## src/hdl/dad_pkg.sv

```systemverilog
// ----------------------------------------------------------------------------
// dad_pkg
// Shared constants and helpers for the Gregorian date plus day count block:
// field widths, calendar constants and the month length table.
// ----------------------------------------------------------------------------
package dad_pkg;

	// field widths
	localparam int unsigned YEAR_W  = 14;
	localparam int unsigned MONTH_W = 4;
	localparam int unsigned DAY_W   = 5;
	localparam int unsigned COUNT_W = 20;

	// running day remainder: day + months before + count stays below 2^21
	localparam int unsigned REM_W   = 21;
	// year counted one bit wider than the field so it never wraps inside
	localparam int unsigned YCNT_W  = YEAR_W + 1;
	// year residue modulo 400, wide enough to hold a whole input year
	localparam int unsigned R400_W  = YEAR_W;

	// calendar constants
	localparam logic [8:0]        YEAR_DAYS  = 9'd365;
	localparam logic [R400_W-1:0] CYCLE_LAST = R400_W'(399);
	localparam logic [R400_W-1:0] CENT_1     = R400_W'(100);
	localparam logic [R400_W-1:0] CENT_2     = R400_W'(200);
	localparam logic [R400_W-1:0] CENT_3     = R400_W'(300);
	localparam logic [REM_W-1:0]  CYCLE_DAYS = REM_W'(400);
	localparam logic [MONTH_W-1:0] MONTH_JAN = MONTH_W'(1);
	localparam logic [MONTH_W-1:0] MONTH_FEB = MONTH_W'(2);
	localparam logic [MONTH_W-1:0] MONTH_DEC = MONTH_W'(12);

	// binary reduction of the year modulo 400 runs 400<<5 down to 400<<0
	localparam logic [2:0] MOD_STEPS_LAST = 3'd5;

	// month length, month zero counts nothing, months above twelve act as december
	function automatic logic [DAY_W-1:0] month_len(
		input logic [MONTH_W-1:0] m,
		input logic               leap
	);
		logic [DAY_W-1:0] d;
		case (m)
			4'd0:    d = 5'd0;
			4'd1:    d = 5'd31;
			4'd2:    d = 5'd28;
			4'd3:    d = 5'd31;
			4'd4:    d = 5'd30;
			4'd5:    d = 5'd31;
			4'd6:    d = 5'd30;
			4'd7:    d = 5'd31;
			4'd8:    d = 5'd31;
			4'd9:    d = 5'd30;
			4'd10:   d = 5'd31;
			4'd11:   d = 5'd30;
			default: d = 5'd31;
		endcase
		if (m == MONTH_FEB) begin
			d = d + {4'd0, leap};
		end
		return d;
	endfunction

endpackage

```

## src/hdl/dad_in_if.sv

```systemverilog
// ----------------------------------------------------------------------------
// dad_in_if
// Input channel: start date and day count with a valid/ready handshake.
// ----------------------------------------------------------------------------
interface dad_in_if;
	logic                         valid;
	logic                         ready;
	logic [dad_pkg::YEAR_W-1:0]   start_year;
	logic [dad_pkg::MONTH_W-1:0]  start_month;
	logic [dad_pkg::DAY_W-1:0]    start_day;
	logic [dad_pkg::COUNT_W-1:0]  days_to_add;

	modport source (
		output valid, start_year, start_month, start_day, days_to_add,
		input  ready
	);
	modport sink (
		input  valid, start_year, start_month, start_day, days_to_add,
		output ready
	);
endinterface

```

## src/hdl/dad_out_if.sv

```systemverilog
// ----------------------------------------------------------------------------
// dad_out_if
// Output channel: resulting date with a valid/ready handshake.
// ----------------------------------------------------------------------------
interface dad_out_if;
	logic                         valid;
	logic                         ready;
	logic [dad_pkg::YEAR_W-1:0]   end_year;
	logic [dad_pkg::MONTH_W-1:0]  end_month;
	logic [dad_pkg::DAY_W-1:0]    end_day;

	modport source (
		output valid, end_year, end_month, end_day,
		input  ready
	);
	modport sink (
		input  valid, end_year, end_month, end_day,
		output ready
	);
endinterface

```

## src/hdl/date_add_days_top.sv

```systemverilog
// ----------------------------------------------------------------------------
// date_add_days_top
// Gregorian date plus a non-negative day count, one shared adder under a
// small sequencer.
// ----------------------------------------------------------------------------
// One item at a time: din is ready only while the block is idle. Each item
// passes the modulo reduction, the months before the start (at most 12),
// the add of the count, the year loop, the month walk and the hold in
// dout. The year loop dominates: one 21-bit add/subtract unit removes one
// year of 365 or 366 days per cycle. The year modulo 400 is worked out
// first in six conditional subtract steps and then stepped alongside the
// year, which gives the leap test without a divider. The result is held in
// dout until taken, then the block goes idle.
module date_add_days_top (
	input  logic              clk,
	input  logic              arst_n,
	dad_in_if.sink            din,
	dad_out_if.source         dout
);

	typedef enum logic [2:0] {
		ST_IDLE,
		ST_MOD,
		ST_PRE,
		ST_YEAR,
		ST_MON,
		ST_DONE
	} state_t;

	state_t                         state_q;
	logic [dad_pkg::YCNT_W-1:0]     year_q;
	logic [dad_pkg::R400_W-1:0]     r400_q;
	logic [dad_pkg::REM_W-1:0]      rem_q;
	logic [dad_pkg::COUNT_W-1:0]    count_q;
	logic [dad_pkg::MONTH_W-1:0]    before_q;
	logic [dad_pkg::MONTH_W-1:0]    m_q;
	logic [2:0]                     k_q;
	logic                           out_valid_q;
	logic [dad_pkg::YEAR_W-1:0]     end_year_q;
	logic [dad_pkg::MONTH_W-1:0]    end_month_q;
	logic [dad_pkg::DAY_W-1:0]      end_day_q;

	logic                           leap;
	logic [dad_pkg::DAY_W-1:0]      mlen;
	logic [8:0]                     ylen;
	logic [dad_pkg::MONTH_W-1:0]    before_in;
	logic [dad_pkg::REM_W-1:0]      op_a;
	logic [dad_pkg::REM_W-1:0]      op_b;
	logic                           op_sub;
	logic [dad_pkg::REM_W:0]        alu;
	logic                           alu_neg;
	logic                           alu_gt;
	logic                           pre_more;
	logic                           mon_more;
	logic [dad_pkg::R400_W-1:0]     r400_next;

	// leap test from the residue modulo 400 (mod 4 is its low bits)
	assign leap = (r400_q == '0) ||
		((r400_q[1:0] == 2'd0) && (r400_q != dad_pkg::CENT_1) &&
		 (r400_q != dad_pkg::CENT_2) && (r400_q != dad_pkg::CENT_3));

	assign mlen      = dad_pkg::month_len(m_q, leap);
	assign ylen      = dad_pkg::YEAR_DAYS + {8'd0, leap};
	assign pre_more  = (m_q <= before_q);
	assign r400_next = (r400_q == dad_pkg::CYCLE_LAST) ? '0 : r400_q + 1'b1;

	// months before the start month, saturated at twelve
	always_comb begin
		if (din.start_month == '0) begin
			before_in = '0;
		end else if (din.start_month > dad_pkg::MONTH_DEC) begin
			before_in = dad_pkg::MONTH_DEC;
		end else begin
			before_in = din.start_month - 1'b1;
		end
	end

	// operand selection for the shared add/subtract unit
	always_comb begin
		op_a   = rem_q;
		op_b   = '0;
		op_sub = 1'b0;
		case (state_q)
			ST_MOD: begin
				op_a   = dad_pkg::REM_W'(r400_q);
				op_b   = dad_pkg::CYCLE_DAYS << k_q;
				op_sub = 1'b1;
			end
			ST_PRE: begin
				op_b   = pre_more ? dad_pkg::REM_W'(mlen) : dad_pkg::REM_W'(count_q);
				op_sub = 1'b0;
			end
			ST_YEAR: begin
				op_b   = dad_pkg::REM_W'(ylen);
				op_sub = 1'b1;
			end
			ST_MON: begin
				op_b   = dad_pkg::REM_W'(mlen);
				op_sub = 1'b1;
			end
			default: begin
				op_b   = '0;
				op_sub = 1'b0;
			end
		endcase
	end

	// shared unit, the sign bit of a difference doubles as the compare
	assign alu      = op_sub ? ({1'b0, op_a} - {1'b0, op_b}) : ({1'b0, op_a} + {1'b0, op_b});
	assign alu_neg  = alu[dad_pkg::REM_W];
	assign alu_gt   = !alu_neg && (alu != '0);
	assign mon_more = (m_q < dad_pkg::MONTH_DEC) && alu_gt;

	// sequencer and datapath registers
	always_ff @(posedge clk or negedge arst_n) begin
		if (!arst_n) begin
			state_q     <= ST_IDLE;
			out_valid_q <= 1'b0;
			year_q      <= '0;
			r400_q      <= '0;
			rem_q       <= '0;
			count_q     <= '0;
			before_q    <= '0;
			m_q         <= dad_pkg::MONTH_JAN;
			k_q         <= '0;
			end_year_q  <= '0;
			end_month_q <= '0;
			end_day_q   <= '0;
		end else begin
			case (state_q)
				ST_IDLE: begin
					if (din.valid) begin
						year_q   <= {1'b0, din.start_year};
						r400_q   <= din.start_year;
						rem_q    <= dad_pkg::REM_W'(din.start_day);
						count_q  <= din.days_to_add;
						before_q <= before_in;
						m_q      <= dad_pkg::MONTH_JAN;
						k_q      <= dad_pkg::MOD_STEPS_LAST;
						state_q  <= ST_MOD;
					end
				end
				// reduce the start year modulo 400, one scaled subtract a cycle
				ST_MOD: begin
					if (!alu_neg) begin
						r400_q <= alu[dad_pkg::R400_W-1:0];
					end
					if (k_q == '0) begin
						state_q <= ST_PRE;
					end else begin
						k_q <= k_q - 1'b1;
					end
				end
				// add lengths of the months before the start, then the count
				ST_PRE: begin
					rem_q <= alu[dad_pkg::REM_W-1:0];
					if (pre_more) begin
						m_q <= m_q + 1'b1;
					end else begin
						state_q <= ST_YEAR;
					end
				end
				// peel off one whole year per cycle
				ST_YEAR: begin
					if (alu_gt) begin
						rem_q  <= alu[dad_pkg::REM_W-1:0];
						year_q <= year_q + 1'b1;
						r400_q <= r400_next;
					end else begin
						m_q     <= dad_pkg::MONTH_JAN;
						state_q <= ST_MON;
					end
				end
				// walk january to november, the rest lands in december
				ST_MON: begin
					if (mon_more) begin
						rem_q <= alu[dad_pkg::REM_W-1:0];
						m_q   <= m_q + 1'b1;
					end else begin
						end_year_q  <= year_q[dad_pkg::YEAR_W-1:0];
						end_month_q <= m_q;
						end_day_q   <= rem_q[dad_pkg::DAY_W-1:0];
						out_valid_q <= 1'b1;
						state_q     <= ST_DONE;
					end
				end
				// hold the result until the item is taken
				ST_DONE: begin
					if (dout.ready) begin
						out_valid_q <= 1'b0;
						state_q     <= ST_IDLE;
					end
				end
				default: begin
					out_valid_q <= 1'b0;
					state_q     <= ST_IDLE;
				end
			endcase
		end
	end

	// channel outputs
	assign din.ready      = (state_q == ST_IDLE);
	assign dout.valid     = out_valid_q;
	assign dout.end_year  = end_year_q;
	assign dout.end_month = end_month_q;
	assign dout.end_day   = end_day_q;

endmodule

```

## src/flat_wrapper.sv

```systemverilog
// flat-port wrapper written by rule: the top's interface ports become plain ports
module date_add_days_top_flat 
  (clk, arst_n, din_valid, din_start_year, din_start_month, din_start_day, din_days_to_add, din_ready, dout_valid, dout_end_year, dout_end_month, dout_end_day, dout_ready);
  dad_in_if din_i ();
  dad_out_if dout_i ();
  input  logic clk;
  input  logic arst_n;
  input wire logic [$bits(din_i.valid)-1:0] din_valid;
  input wire logic [$bits(din_i.start_year)-1:0] din_start_year;
  input wire logic [$bits(din_i.start_month)-1:0] din_start_month;
  input wire logic [$bits(din_i.start_day)-1:0] din_start_day;
  input wire logic [$bits(din_i.days_to_add)-1:0] din_days_to_add;
  output wire logic [$bits(din_i.ready)-1:0] din_ready;
  output wire logic [$bits(dout_i.valid)-1:0] dout_valid;
  output wire logic [$bits(dout_i.end_year)-1:0] dout_end_year;
  output wire logic [$bits(dout_i.end_month)-1:0] dout_end_month;
  output wire logic [$bits(dout_i.end_day)-1:0] dout_end_day;
  input wire logic [$bits(dout_i.ready)-1:0] dout_ready;
  assign din_i.valid = din_valid;
  assign din_i.start_year = din_start_year;
  assign din_i.start_month = din_start_month;
  assign din_i.start_day = din_start_day;
  assign din_i.days_to_add = din_days_to_add;
  assign din_ready = din_i.ready;
  assign dout_valid = dout_i.valid;
  assign dout_end_year = dout_i.end_year;
  assign dout_end_month = dout_i.end_month;
  assign dout_end_day = dout_i.end_day;
  assign dout_i.ready = dout_ready;
  date_add_days_top u_core (.clk(clk), .arst_n(arst_n), .din(din_i), .dout(dout_i));
endmodule
```

## config.mk

```make
export PLATFORM = sky130hd
export DESIGN_NAME = date_add_days_top_flat
export DESIGN_NICKNAME = d
export VERILOG_FILES = /design/src/hdl/dad_pkg.sv /design/src/hdl/dad_in_if.sv /design/src/hdl/dad_out_if.sv /design/src/hdl/date_add_days_top.sv /design/src/flat_wrapper.sv
export SDC_FILE = /design/constraint.sdc
export NUM_CORES = 1
export LEC_CHECK = 0
export ABC_CLOCK_PERIOD_IN_PS = 12000
export BUFFER_PORTS_ARGS = -buffer_cell sky130_fd_sc_hd__buf_2
export CORE_UTILIZATION = 45
export CTS_CLUSTER_DIAMETER = 150
export DETAILED_ROUTE_END_ITERATION = 8
export GPL_ROUTABILITY_DRIVEN = 0
export PLACE_DENSITY = 0.67
export SYNTH_ARGS = -nofsm -noshare
export SYNTH_HDL_FRONTEND = slang
export SYNTH_SLANG_ARGS = --single-unit
```

## constraint.sdc

```tcl
create_clock -name clk -period 12 [get_ports clk]
set_input_delay 1.8 -clock clk [delete_from_list [all_inputs] [get_ports clk]]
set_output_delay 1.8 -clock clk [all_outputs]
set_load 0.01 [all_outputs]
```

* Word level (Yosys, flattened, before mapping)
Memory sizes are Yosys's and may differ from the RTL's.
Cells that the tools add are included.
** Storage, ports and cells
- Word-level logic and storage cells :: 115
- Flip-flop bits (word level) :: 108
- Memories :: 1
- Input port bits :: 47
- ROM bits :: 80
- Output and inout port bits :: 25
** Cells by class
- Add/sub/neg operators :: 9
- Equality and inequality tests :: 21
- Mux-type cells :: 38
- Bitwise logic cells :: 2
- Reduce and logical (&&, ||, !) cells :: 28
- Magnitude comparators :: 3
- Shifts and indexed selects :: 1
** Memories
- (no name shown) :: words 16, width 5, read ports 1, clocked after Yosys merged registers in 0, wr ports 0, line dad_pkg.sv:41 : case (m)
** Operator list (number)
- one-hot mux 21 bit (4 select lines) :: 2
- 2-to-1 mux 21 bit :: 4
- 2-to-1 mux 14 bit :: 4
- one-hot mux 14 bit (3 select lines) :: 1
- 2-to-1 mux 15 bit :: 2
- one-hot mux 15 bit (2 select lines) :: 1
- 2-to-1 mux 3 bit :: 8
- 2-to-1 mux 4 bit :: 6
- adder 21 x 21 -> 22 bit :: 1
- 2-to-1 mux 22 bit :: 1
- nonzero test 22 bit :: 1
- subtractor 21 x 21 -> 22 bit :: 1
- left shift 9 x 3 -> 21 bit, first input constant :: 1
- 2-to-1 mux 20 bit :: 1
- one-hot mux 3 bit (6 select lines) :: 1
- one-hot mux 4 bit (4 select lines) :: 1
- adder 15 x 1 -> 15 bit, second input constant :: 1
- adder 14 x 1 -> 14 bit, second input constant :: 1
- equality test 14 x 9 -> 1 bit, second input constant :: 1
- zero test 14 bit :: 1
- inequality test 14 x 7 -> 1 bit, second input constant :: 1
- inequality test 14 x 8 -> 1 bit, second input constant :: 1
- inequality test 14 x 9 -> 1 bit, second input constant :: 1
- inequality test 2 bit, second input constant :: 7
- 34 further kinds :: 52

* Depth between registers and ports, before layout
Gate-level depths: netlist of the first run.
- Depth after elaboration :: 16
- Depth in mapped cells :: 32
- Depth with buffers taken out :: 31

* Least setup slack after synthesis of the first run
Ideal clock, no wire load.
- Kind :: reg-to-reg
- Start point :: register u_core.m_q[0] (netlist name)
- End point :: register u_core.end_month_q, in the netlist u_core.dout.end_month[2]
- Data required time :: 11.872 ns
- Stages on the path, launching flop included :: 28
- Clock period less this slack :: 6.151 ns
- Path buffers :: 4
- Arrival :: 6.024 ns
- Setup slack :: 5.849 ns
- Setup time :: 0.128 ns
- Path through :: dfstp_2 > clkbuf_1 > inv_1 > ha_1 > and4_1 > nor3_2 > o21a_1 > buf_4 > clkbuf_1 > a22o_1 > a21oi_1 > ha_1 > a21oi_1 > o21ai_0 > a21oi_1 > fa_1 > a211oi_1 > o21ai_1 > a31oi_1 > xor2_1 > and4_1 > nand4_1 > and4bb_2 > nand4_2 > and2_4 > a21boi_4 > buf_6 > mux2_1
** On the way
- Longest elaborated chain between the ends :: 12
- Elaborated cells between the ends (all ways) :: 17
- Classes of those cells :: add/sub: 3; order compare: 2; eq/ne: 1; mux: 4; bitwise: 1; reduce/logical: 5; memory: 1
** RTL lines
- start: declaration :: line date_add_days_top.sv:36 : logic [dad_pkg::MONTH_W-1:0] m_q;
- start signal: assignment :: line date_add_days_top.sv:124 : m_q <= dad_pkg::MONTH_JAN;
- start signal: assignment :: line date_add_days_top.sv:138 : m_q <= dad_pkg::MONTH_JAN;
- start signal: assignment :: line date_add_days_top.sv:158 : m_q <= m_q + 1'b1;
- memory (16 x 5 bit)
- adder 5 x 1 -> 5 bit :: line dad_pkg.sv:57 : d = d + {4'd0, leap};
- 2-to-1 mux 5 bit :: line dad_pkg.sv:56 : if (m == MONTH_FEB) begin
- 2-to-1 mux 20 bit :: line date_add_days_top.sv:90 : op_b = pre_more ? dad_pkg::REM_W'(mlen) : dad_pkg::REM_W'(count_q);
- one-hot mux 21 bit (4 select lines) :: line date_add_days_top.sv:83 : case (state_q)
- adder 21 x 21 -> 22 bit or subtractor 21 x 21 -> 22 bit (tied branches) :: line date_add_days_top.sv:109 : assign alu = op_sub ? ({1'b0, op_a} - {1'b0, op_b}) : ({1'b0, op_a} + {1'b0, op_b});
- 2-to-1 mux 22 bit :: line date_add_days_top.sv:109
- nonzero test 22 bit or zero test 1 bit (tied branches) :: line date_add_days_top.sv:111 : assign alu_gt = !alu_neg && (alu != '0);
- logical AND 1 bit :: line date_add_days_top.sv:111
- logical AND 1 bit (*) :: line date_add_days_top.sv:112 : assign mon_more = (m_q < dad_pkg::MONTH_DEC) && alu_gt;
- NOT 1 bit (no source line) (*)
- AND reduction 2 bit (no source line) (*)
- end signal: assignment :: line date_add_days_top.sv:181 : end_month_q <= m_q;
- end: declaration :: line date_add_days_top.sv:40 : logic [dad_pkg::MONTH_W-1:0] end_month_q;
Every way passes the cells marked *; elsewhere a longest branch is shown, timed or not.
A chain may end at the register's enable or synchronous reset.

* Final worst setup path of the first run
- Start point :: register u_core.m_q[0] (netlist name)
- End point :: register u_core.end_year_q, in the netlist u_core.dout.end_year[12]
** On the way
- Longest elaborated chain between the ends :: 12
- Elaborated cells between the ends (all ways) :: 17
- Classes of those cells :: add/sub: 3; order compare: 2; eq/ne: 1; mux: 4; bitwise: 1; reduce/logical: 5; memory: 1
** RTL lines
- memory (16 x 5 bit)
- adder 5 x 1 -> 5 bit :: line dad_pkg.sv:57
- 2-to-1 mux 5 bit :: line dad_pkg.sv:56
- 2-to-1 mux 20 bit :: line date_add_days_top.sv:90
- one-hot mux 21 bit (4 select lines) :: line date_add_days_top.sv:83
- adder 21 x 21 -> 22 bit or subtractor 21 x 21 -> 22 bit (tied branches) :: line date_add_days_top.sv:109
- 2-to-1 mux 22 bit :: line date_add_days_top.sv:109
- nonzero test 22 bit or zero test 1 bit (tied branches) :: line date_add_days_top.sv:111
- logical AND 1 bit :: line date_add_days_top.sv:111
- logical AND 1 bit (*) :: line date_add_days_top.sv:112
- NOT 1 bit (no source line) (*)
- AND reduction 2 bit (no source line) (*)
- end signal: assignment :: line date_add_days_top.sv:180 : end_year_q <= year_q[dad_pkg::YEAR_W-1:0];
- end: declaration :: line date_add_days_top.sv:39 : logic [dad_pkg::YEAR_W-1:0] end_year_q;
Marks and branches as above.

==> PnR_summary.wiki, run 1 <==
{| class="wikitable"
! Metric !! Value
|-
| Outcome || finished clean
|-
| Final ANT Viol Nets || 0
|-
| Cells on Worst Hold Path || 1
|-
| Nets || 1069
|-
| Top Ports || 72
|-
| Total congestion overflow after global routing || 0
|-
| Routed met3 length || 1.13 mm
|-
| Synth unique cells || 88
|-
| Synthesized area || 8140 sq um
|-
| Most common cell in the netlist || nand2_1
|-
| Hold WS || 0.486 ns
|-
| DRT met1 WL || 9.93 mm
|-
| Hold violation count in the final report || 0
|-
| Final critical-path share of the clock period || 61.5%
|-
| Ratio of cells with drive above 1 in the final layout || 15.7%
|-
| Maximum fanout along the worst path || 24
|-
| Count of hold-fix buffers inserted at cts || 0
|-
| Largest area contributor in the synthesized netlist || dfrtp_1
|-
| DR top layer || met4
|-
| Register area share after synthesis || 32.9%
|-
| GR Util All Layers || 24.5%
|-
| Final standard cell utilization of the core || 51.1%
|-
| List of most frequent post-synthesis cells || 139 x nand2_1, 106 x dfrtp_1, 74 x nor2_1
|-
| Yosys reg bits || 107
|-
| Per-instance average area after synthesis || 8.72 sq um
|-
| Clk sinks || 107
|-
| Routed WL per cell || 17.9 um
|-
| Number of warnings reported in the yosys synthesis log || 0
|-
| Number of detailed-routing iterations run before antenna repair || 5
|-
| Highest clock frequency the design can meet || 0.135 GHz
|-
| Clock latency reported for the late side of the worst-skew pair || 0.38 ns
|-
| Inserted Clock Buffers || 9
|-
| Maximum number of buffers from clock root to sink || 2
|-
| Clock tree from TritonCTS || done
|-
| Setup TNS || 0 ns
|-
| Critical path data arrival time || 7.64 ns
|-
| Detailed route wirelength on metal2 || 10.0 mm
|-
| Critical Path Sink Type || flop
|-
| Area added between synthesis and finish || 9.70%
|-
| Die Y-Extent || 136 um
|-
| Max-cap violations || 0
|-
| Final number of max-transition violations || 0
|-
| Post-synth EDFFs || 0
|-
| Worst endpoint required time || 12.26 ns
|-
| Most frequent CP cell || a21oi_1
|-
| Quantity of gates resized following cts || 0
|-
| DRC violations left || 0
|-
| Post-CTS Setup Bufs || 0
|-
| Final wirelength || 21.7 mm
|-
| Worst setup timing slack at the placement stage || 4.61 ns
|-
| Share of flip-flops with an asynchronous set or reset after synthesis || 100%
|-
| Setup repair after global routing missed its margin || false
|-
| Levels on crit path || 24
|-
| Top FF cell, synth || dfrtp_1
|-
| Routed via count || 7080
|-
| Crit path largest cell delay || 0.66 ns
|-
| Final setup vio count || 0
|-
| Antenna diodes || 0
|-
| Critical path's top delay family || compound AO/OA/AOI/OAI gates
|-
| Dpl hpwl || 16.3 mm
|-
| Die Width || 136 um
|-
| Root buf cell || clkbuf_16
|-
| # H-tree levels || 3
|-
| Vias per cell || 5.86
|-
| Crit path setup slack, layout || 4.62 ns
|-
| Count of port buffers added during placement || 71
|-
| Global-route wire length before repair || 35.2 mm
|-
| Top cells by area, synth || dfrtp_1 33%, ha_1 6.5%, nand2_1 6.4%, o21ai_0 3.9%, mux2_4 3.7%
|-
| Pin count of the biggest net entering global routing || 58
|-
| Clock skew after layout || 0.0141 ns
|-
| Synthesized net count || 1023
|-
| Placement row count || 48
|-
| Class of the most critical hold timing path || flop to flop
|-
| Slowest cell on the critical path || a21boi_4
|-
| Number of DRC markers in iteration 0 || 578
|-
| Cells after Synth || 933
|-
| Measured slew at the worst slew-check pin || 0.837 ns
|-
| Slew headroom || 44.2%
|-
| Full die area || 18600 sq um
|-
| Core Region || 17500 sq um
|-
| Final Critical Period || 7.38 ns
|-
| Number of global-route vias before repair || 6727
|-
| Initial antenna violation count || 0
|-
| Ordered cell list for the critical path || inv_1 -> ha_1 -> and4_1 -> nor3_2 -> o21a_1 -> a21oi_1 -> nand2_1 -> inv_1 -> ha_1 -> a21oi_1 -> o21ai_0 -> a21oi_1 -> fa_1 -> a211oi_1 -> o21ai_1 -> a31oi_1 -> xor2_1 -> and4_1 -> nand4_1 -> and4bb_2 -> nand4_2 -> and2_4 -> a21boi_4 -> mux2_2
|-
| Kind of start point of the critical path || flop
|-
| Share of the synthesized area in the top cell type || 32.6%
|-
| Worst Path Buf+Inv || 2
|-
| Starting density of the core || 46.6%
|-
| Type of the worst setup path || flop to flop
|-
| Number of cells traversed by the worst register-to-register path || 24
|-
| Clock transition at the registers of the reported paths || 0.08 ns
|}
==> layout make-up <==
cell class	count	area (sq um)
clock buffers	9	225
clock inverters	7	104
fillers	1669	8550
inverters	42	158
multi-input cells	739	5050
flip-flops and latches	107	2680
well taps	225	282
repair buffers	80	425
==> logic make-up (layout without fill, tap and decap cells) <==
logic type      after synthesis  in the layout  synth area share (%)
xor+xnor                     47             47                  5.15
mux                          65             65                  9.62
simple gates                341            341                  20.3
flops                       107            107                  32.9
fa+ha+maj                    43             43                  6.70
compound gates              243            243                  20.4
buf+inv                      87            138                  4.97
==> flip-flops by register name (all words and copies together), names as in the netlist <==
name	cells
u_core.rem_q	21
u_core.before_q	4
u_core.m_q	4
u_core.year_q	14
u_core.count_q	20
u_core.r400_q	14
u_core.dout.valid	1
u_core.dout.end_day	5
u_core.k_q	3
u_core.state_q	3
u_core.dout.end_month	4
u_core.dout.end_year	14
==> worst paths after layout <==
kind | from | to | slack (ns)
setup / recovery | u_core.m_q[0]$_DFFE_PN1P_ | u_core.dout.end_year[12]$_DFFE_PN0P_ | 4.62
hold / removal | u_core.dout.valid$_DFFE_PN0P_ | u_core.dout.valid$_DFFE_PN0P_ | 0.49
setup reg to reg | u_core.m_q[0]$_DFFE_PN1P_ | u_core.dout.end_year[12]$_DFFE_PN0P_ | 4.62
hold reg to reg | u_core.dout.valid$_DFFE_PN0P_ | u_core.dout.valid$_DFFE_PN0P_ | 0.49
max in group asynchronous | arst_n | u_core.state_q[2]$_DFFE_PN0P_ | 9.37
min in group asynchronous | arst_n | u_core.rem_q[3]$_DFFE_PN0P_ | 1.45
==> per-stage QoR <==
| stage | std cells | cell area (sq um) |
|---|---|---|
| CTS | 1209 | 8930 |
| floorplan | 933 | 8140 |
| global route | 1209 | 8930 |
| detailed placement | 1193 | 8600 |
| global placement | 1193 | 8600 |
| finish | 1209 | 8930 |
==> worst reg2reg max path: stages, from the launching register on <==
cell and delay, ns:
dfstp_2 0.63, inv_1 0.13, ha_1 0.30, and4_1 0.27, nor3_2 0.28, o21a_1 0.64, a21oi_1 0.18, nand2_1 0.14
inv_1 0.06, ha_1 0.31, a21oi_1 0.07, o21ai_0 0.15, a21oi_1 0.10, fa_1 0.49, a211oi_1 0.32, o21ai_1 0.19
a31oi_1 0.24, xor2_1 0.36, and4_1 0.25, nand4_1 0.08, and4bb_2 0.31, nand4_2 0.33, and2_4 0.36, a21boi_4 0.66
mux2_2 0.42
==> layout by cell type, fill, tap and decap left out, types with 12 or more instances in the layout <==
| cell type | count |
|---|---|
| nand2_1 | 139 |
| dfrtp_1 | 106 |
| nor2_1 | 74 |
| buf_2 | 70 |
| o21ai_0 | 64 |
| a21oi_1 | 52 |
| ha_1 | 42 |
| inv_1 | 41 |
| xnor2_1 | 24 |
| xor2_1 | 22 |
| mux2_1 | 21 |
| nand3_1 | 20 |
| mux2_4 | 20 |
| mux2i_1 | 19 |
| nor3_1 | 18 |
| o211ai_1 | 14 |
| o221ai_1 | 12 |
==> per-layer routing <==
layer	vias up	track usage, %
li1	3442	-
met2	203	38.6
met5	-	0
met1	3399	33.8
met4	0	8.70
met3	36	3.91
Power of run 1 is left out: the tool's default activity adds up to more than one toggle a clock period on the data nets, which glitch-free logic cannot reach.
==> inputs of run 2 (changes only) <==
--- a/config.mk
+++ b/config.mk
@@ -5,13 +5,13 @@
 export SDC_FILE = /design/constraint.sdc
 export NUM_CORES = 1
 export LEC_CHECK = 0
-export ABC_CLOCK_PERIOD_IN_PS = 12000
+export ABC_CLOCK_PERIOD_IN_PS = 6400
 export BUFFER_PORTS_ARGS = -buffer_cell sky130_fd_sc_hd__buf_2
 export CORE_UTILIZATION = 45
 export CTS_CLUSTER_DIAMETER = 150
 export DETAILED_ROUTE_END_ITERATION = 8
 export GPL_ROUTABILITY_DRIVEN = 0
-export PLACE_DENSITY = 0.67
+export PLACE_DENSITY = 0.69
 export SYNTH_ARGS = -nofsm -noshare
 export SYNTH_HDL_FRONTEND = slang
 export SYNTH_SLANG_ARGS = --single-unit
==> constraint.sdc (replaced) <==
create_clock -name clk -period 6.4 [get_ports clk]
set_input_delay 0.96 -clock clk [delete_from_list [all_inputs] [get_ports clk]]
set_output_delay 0.96 -clock clk [all_outputs]
set_load 0.01 [all_outputs]
==> run 2 against run 1 <==
Effect of this change: count of clock-buffer cells in the layout stayed put; wire length is 2.4% higher; critical path depth is 7 higher; final cell count is 4.1% higher; sequential share of layout area is 1.8 points lower; worst hold slack worse by 0.0048 ns; non-clock buffer count is 50 higher; register-to-register slack worse by 4.4 ns; design area is 6.6% higher; via count is 3.1% higher; utilization is 3.4 points higher; sequential cell count stayed put; critical endpoint is now u_core.rem_q[0]$_DFFE_PN0P_; highest routed layer is now met5.
==> PnR_summary.wiki, run 2 (same netlist as run 1, synthesis figures left out) <==
{| class="wikitable"
! Metric !! Value
|-
| Initial antenna violation count || 1
|-
| Antenna diodes || 0
|-
| Outcome || finished clean
|-
| Critical path data arrival time || 6.43 ns
|-
| Total congestion overflow after global routing || 0
|-
| Inserted Clock Buffers || 9
|-
| Crit path largest cell delay || 0.47 ns
|-
| Full die area || 18600 sq um
|-
| Number of flip-flops in the largest register || 21
|-
| Maximum number of buffers from clock root to sink || 2
|-
| Final critical-path share of the clock period || 96.6%
|-
| Clock tree from TritonCTS || done
|-
| Final number of max-transition violations || 0
|-
| Clk sinks || 107
|-
| Maximum fanout along the worst path || 7
|-
| Final wirelength || 22.2 mm
|-
| Hold path startpoint || u_core.dout.valid$_DFFE_PN0P_
|-
| Clock latency reported for the late side of the worst-skew pair || 0.37 ns
|-
| Critical Path Start || u_core.r400_q[13]$_DFFE_PN0P_
|-
| Most common cell after layout, fill and taps aside || nand2_1
|-
| Slew headroom || 46.1%
|-
| Root buf cell || clkbuf_16
|-
| DRC violations left || 0
|-
| R2r startpoint || u_core.r400_q[13]$_DFFE_PN0P_
|-
| Kind of start point of the critical path || flop
|-
| Vias per cell || 5.80
|-
| Area added between synthesis and finish || 16.9%
|-
| # H-tree levels || 3
|-
| Die Y-Extent || 136 um
|-
| Final Critical Period || 6.18 ns
|-
| Pin count of the biggest net entering global routing || 65
|-
| Highest clock frequency the design can meet || 0.162 GHz
|-
| Max-cap violations || 0
|-
| Routed WL per cell || 17.6 um
|-
| Dpl hpwl || 17.0 mm
|-
| Final ANT Viol Nets || 0
|-
| Clock skew after layout || 0.0152 ns
|-
| Placement row count || 48
|-
| Routed via count || 7303
|-
| Largest registers || u_core.rem_q x21, u_core.count_q x20
|-
| Number of global-route vias before repair || 6898
|-
| Measured slew at the worst slew-check pin || 0.809 ns
|-
| Number of DRC markers in iteration 0 || 537
|-
| Final standard cell utilization of the core || 54.4%
|-
| Worst endpoint required time || 6.65 ns
|-
| Top library cells by usage in the layout, fill and taps aside || 138 x nand2_1, 104 x dfrtp_1, 73 x nor2_1, 70 x buf_2, 60 x o21ai_0
|-
| Starting density of the core || 46.6%
|-
| Type of the worst setup path || flop to flop
|-
| Slowest cell on the critical path || fa_1
|-
| Ratio of cells with drive above 1 in the final layout || 22.5%
|-
| Core Region || 17500 sq um
|-
| Top Ports || 72
|-
| Hold violation count in the final report || 0
|-
| Clock transition at the registers of the reported paths || 0.08 ns
|-
| Class of the most critical hold timing path || flop to flop
|-
| Nets || 1119
|-
| Final setup vio count || 0
|-
| Most flops, register || u_core.rem_q
|-
| GR Util All Layers || 24.7%
|-
| Number of detailed-routing iterations run before antenna repair || 6
|-
| Flop2flop setup slack || 0.22 ns
|-
| Count of port buffers added during placement || 71
|-
| Die Width || 136 um
|-
| Most frequent CP cell || a21oi_1
|-
| Critical Path Sink Type || flop
|-
| Global-route wire length before repair || 35.8 mm
|}
run 2: cell count changes in the layout (fill, tap and decap cells not counted), moves of 4 or more:
| cell | change |
|---|---|
| ha_1 | -5 |
| o21ai_0 | -4 |
| buf_4 | +42 |
| buf_12 | +4 |
| ha_2 | +4 |
run 2: path summary, 6_finish.rpt:
check	to	cells after the start
min in group asynchronous	u_core.dout.end_day[3]$_DFFE_PN0P_	1
min reg2reg	u_core.dout.valid$_DFFE_PN0P_	1
max in group asynchronous	u_core.r400_q[8]$_DFFE_PN0P_	2
max	u_core.rem_q[0]$_DFFE_PN0P_	31
max reg2reg	u_core.rem_q[0]$_DFFE_PN0P_	31
min	u_core.dout.valid$_DFFE_PN0P_	1
run 2: stage by stage:
step	setup TNS [ns]	hold slack, ns	cells	setup WS (ns)	area, sq um
6_report	0	0.482	1259	0.218	9510
5_1_grt	-1.05	0.505	1259	-0.0628	9510
4_1_cts	0	0.485	1250	0.00330	9270
3_5_place_dp	-0.0198	0.465	1234	-0.0198	8960
3_3_place_gp	0	0.460	1234	0.125	8960
2_1_floorplan	0	0.446	933	0.249	8140
run 2: timing repair:
item                                    in CTS  in global routing
hold buffers                                 0                  0
endpoints found under the setup margin      13                 80
gates cloned                                 0                  2
setup buffers                                0                  7
gates resized for setup                      1                 36
pin swaps                                    0                 18
run 2: area by class of cell:
class,instances,area (sq um)
Fill cell,1606,7960
Multi-Input combinational cell,739,5190
Sequential cell,107,2680
Timing Repair Buffer,130,893
Tap cell,225,282
Clock buffer,9,225
Inverter,42,158
Clock inverter,7,87.6
run 2: worst max-delay path: cells and delay by family, from the launching register on:
kind	cells	cell delay, ns
AOI/OAI and AO/OA	12	1.72
and+or+nand+nor	10	1.66
adders and majority gates	3	1.12
buffers and inverters	4	0.57
DFF	1	0.42
muxes	1	0.32
xor gates and xnor gates	1	0.21
run 2: metal layers:
metal  up-vias  GRT usage, %  wire length [um]
li1       3541             -                 -
met1      3498          33.6              9900
met2       224          39.0             10400
met3        38          4.55              1230
met4         2          9.07               622
met5         -             0                13
Power of run 2 is left out for the same reason.
==> inputs of run 3 (changes only) <==
--- a/config.mk
+++ b/config.mk
@@ -6,12 +6,13 @@
 export NUM_CORES = 1
 export LEC_CHECK = 0
 export ABC_CLOCK_PERIOD_IN_PS = 6400
-export BUFFER_PORTS_ARGS = -buffer_cell sky130_fd_sc_hd__buf_2
 export CORE_UTILIZATION = 45
 export CTS_CLUSTER_DIAMETER = 150
 export DETAILED_ROUTE_END_ITERATION = 8
+export DONT_BUFFER_PORTS = 1
 export GPL_ROUTABILITY_DRIVEN = 0
-export PLACE_DENSITY = 0.69
+export PLACE_DENSITY = 0.66
+export REMOVE_ABC_BUFFERS = 1
 export SYNTH_ARGS = -nofsm -noshare
 export SYNTH_HDL_FRONTEND = slang
 export SYNTH_SLANG_ARGS = --single-unit
==> run 3 against run 2 <==
Effect of this change: register-to-register slack worse by 0.10 ns; final cell count down 5.2%; non-clock buffer count fell by 65; die area unchanged; critical path type unchanged; critical path depth unchanged; via count fell by 2.7%; worst hold slack lost 0.20 ns; setup slack lost 0.10 ns; clock skew is 0.0053 ns lower; sequential cell count unchanged.
==> PnR_summary.wiki, run 3 (same netlist as run 1, synthesis figures left out) <==
{| class="wikitable"
! Metric !! Value
|-
| Outcome || finished clean
|-
| Final wirelength || 23.3 mm
|-
| Slew headroom || 30.7%
|-
| Pin count of the biggest net entering global routing || 108
|-
| Number of detailed-routing iterations run before antenna repair || 5
|-
| Final number of max-transition violations || 0
|-
| Slowest cell on the critical path || o41a_1
|-
| Number of DRC markers in iteration 0 || 550
|-
| Placement row count || 48
|-
| Clock tree from TritonCTS || done
|-
| Global-route wire length before repair || 35.3 mm
|-
| Count of hold-fix buffers inserted at cts || 0
|-
| Vias per cell || 5.95
|-
| Met2 layer usage reported by global route || 39.7%
|-
| Met3 GRT Util || 4.10%
|-
| Final ANT Viol Nets || 0
|-
| Root buf cell || clkbuf_16
|-
| Die Width || 136 um
|-
| Critical Path Sink Type || flop
|-
| Measured slew at the worst slew-check pin || 1.03 ns
|-
| Crit path largest cell delay || 0.47 ns
|-
| Die Y-Extent || 136 um
|-
| Clock skew after layout || 0.00995 ns
|-
| Fill cell total of the finished layout || 1604
|-
| Met1 GRT Util || 33.2%
|-
| Sequential cell area || 2680 sq um
|-
| Clock transition at the registers of the reported paths || 0.08 ns
|-
| Class of the most critical hold timing path || input port to async pin
|-
| Setup TNS || 0 ns
|-
| Starting density of the core || 46.6%
|-
| GR Util All Layers || 24.7%
|-
| Most flops, register || u_core.rem_q
|-
| Critical path data arrival time || 6.54 ns
|-
| Total congestion overflow after global routing || 0
|-
| Area added between synthesis and finish || 15.2%
|-
| Top Ports || 72
|-
| Dpl hpwl || 16.3 mm
|-
| Core Region || 17500 sq um
|-
| Final critical-path share of the clock period || 98.2%
|-
| Type of the worst setup path || flop to flop
|-
| Inserted Clock Buffers || 9
|-
| Most Crowded Layer GR || met2
|-
| Worst endpoint required time || 6.65 ns
|-
| Kind of start point of the critical path || flop
|-
| Top library cells by usage in the layout, fill and taps aside || 138 x nand2_1, 105 x dfrtp_1, 72 x nor2_1, 56 x o21ai_0, 51 x buf_4
|-
| Number of flip-flops in the largest register || 21
|-
| Clock latency reported for the late side of the worst-skew pair || 0.37 ns
|-
| Initial antenna violation count || 0
|-
| Clk sinks || 107
|-
| Most common cell after layout, fill and taps aside || nand2_1
|-
| Count of port buffers added during placement || 0
|-
| DRC violations left || 0
|-
| Maximum number of buffers from clock root to sink || 2
|-
| Largest registers || u_core.rem_q x21, u_core.count_q x20
|-
| Ratio of cells with drive above 1 in the final layout || 19.0%
|-
| Antenna diodes || 0
|-
| Setup repair after global routing missed its margin || true
|-
| Final Critical Period || 6.28 ns
|-
| Highest clock frequency the design can meet || 0.159 GHz
|-
| Routed via count || 7108
|-
| Number of global-route vias before repair || 6728
|-
| # H-tree levels || 3
|-
| Area of combinational cells with multiple inputs || 5320 sq um
|-
| Hold violation count in the final report || 0
|-
| Max-cap violations || 0
|-
| Maximum fanout along the worst path || 6
|-
| Nets || 1054
|-
| Full die area || 18600 sq um
|-
| Routed WL per cell || 19.5 um
|-
| Final setup vio count || 0
|}
==> run 3: cell types whose count changed in the layout (fill, tap and decap cells not counted), moves of 3 or more <==
cell,previous run,this run
o21ai_0,60,56
a21oi_1,50,44
a21oi_2,4,10
buf_2,70,0
ha_4,1,5
o21ai_1,7,12
clkinv_2,0,3
==> run 3: per-layer routing <==
layer / part of all wire [%] / vias to the layer above
li1: - / 3400
met1: 45 / 3440
met3: 5.0 / 46
met2: 47 / 222
met5: 0 / -
met4: 2.9 / 0
==> run 3: worst max-delay path: cells and delay by family (launching register included) <==
| kind | cells | cell delay (ns) |
|---|---|---|
| xor gates and xnor gates | 2 | 0.44 |
| muxes | 1 | 0.32 |
| buffers and inverters | 5 | 0.78 |
| AOI/OAI and AO/OA | 9 | 1.73 |
| adders and majority gates | 4 | 0.76 |
| and+or+nand+nor | 10 | 1.69 |
| DFF | 1 | 0.43 |
==> run 3: cell type report <==
type                            instances  share of cell area, %
Timing Repair Buffer                   65                   6.97
Clock inverter                          7                  0.521
Inverter                               42                   1.71
Clock buffer                            9                   2.40
Sequential cell                       107                   28.6
Tap cell                              225                   3.00
Multi-Input combinational cell        739                   56.8
==> run 3: what timing repair did <==
| action | 4_1_cts | 5_1_grt |
|---|---|---|
| pin swaps | 7 | 27 |
| buffers inserted | 7 | 8 |
| endpoints found under the setup margin | 46 | 80 |
| gates cloned | 2 | 2 |
| resized for setup | 9 | 60 |
==> run 3: worst paths after layout <==
| kind | startpoint | endpoint | slack [ns] | cells past startpoint |
|---|---|---|---|---|
| worst max-delay path | u_core.r400_q[8]$_DFFE_PN0P_ | u_core.dout.end_day[4]$_DFFE_PN0P_ | 0.12 | 31 |
| worst min-delay path | arst_n | u_core.dout.end_month[1]$_DFFE_PN0P_ | 0.28 | 0 |
| worst max register to register | u_core.r400_q[8]$_DFFE_PN0P_ | u_core.dout.end_day[4]$_DFFE_PN0P_ | 0.12 | 31 |
| worst min register to register | u_core.before_q[0]$_DFFE_PN0P_ | u_core.before_q[0]$_DFFE_PN0P_ | 0.48 | 2 |
| max in group asynchronous | arst_n | u_core.m_q[0]$_DFFE_PN1P_ | 5.94 | 0 |
| min in group clk | u_core.before_q[0]$_DFFE_PN0P_ | u_core.before_q[0]$_DFFE_PN0P_ | 0.48 | 2 |
==> run 3: metrics by stage <==
step | setup slack [ns] | instances | utilization (%) | hold WS [ns] | instance area (sq um)
finish | 0.118 | 1194 | 53.6 | 0.280 | 9370
global route | -0.134 | 1194 | 53.6 | 0.264 | 9370
floorplan | 0.215 | 888 | - | 0.446 | 7890
global placement | 0.0357 | 1159 | 49.0 | 0.467 | 8570
CTS | 0.0189 | 1184 | 51.5 | 0.269 | 8990
detailed placement | -0.0928 | 1159 | 49.0 | 0.471 | 8570
Power of run 3 is left out for the same reason.
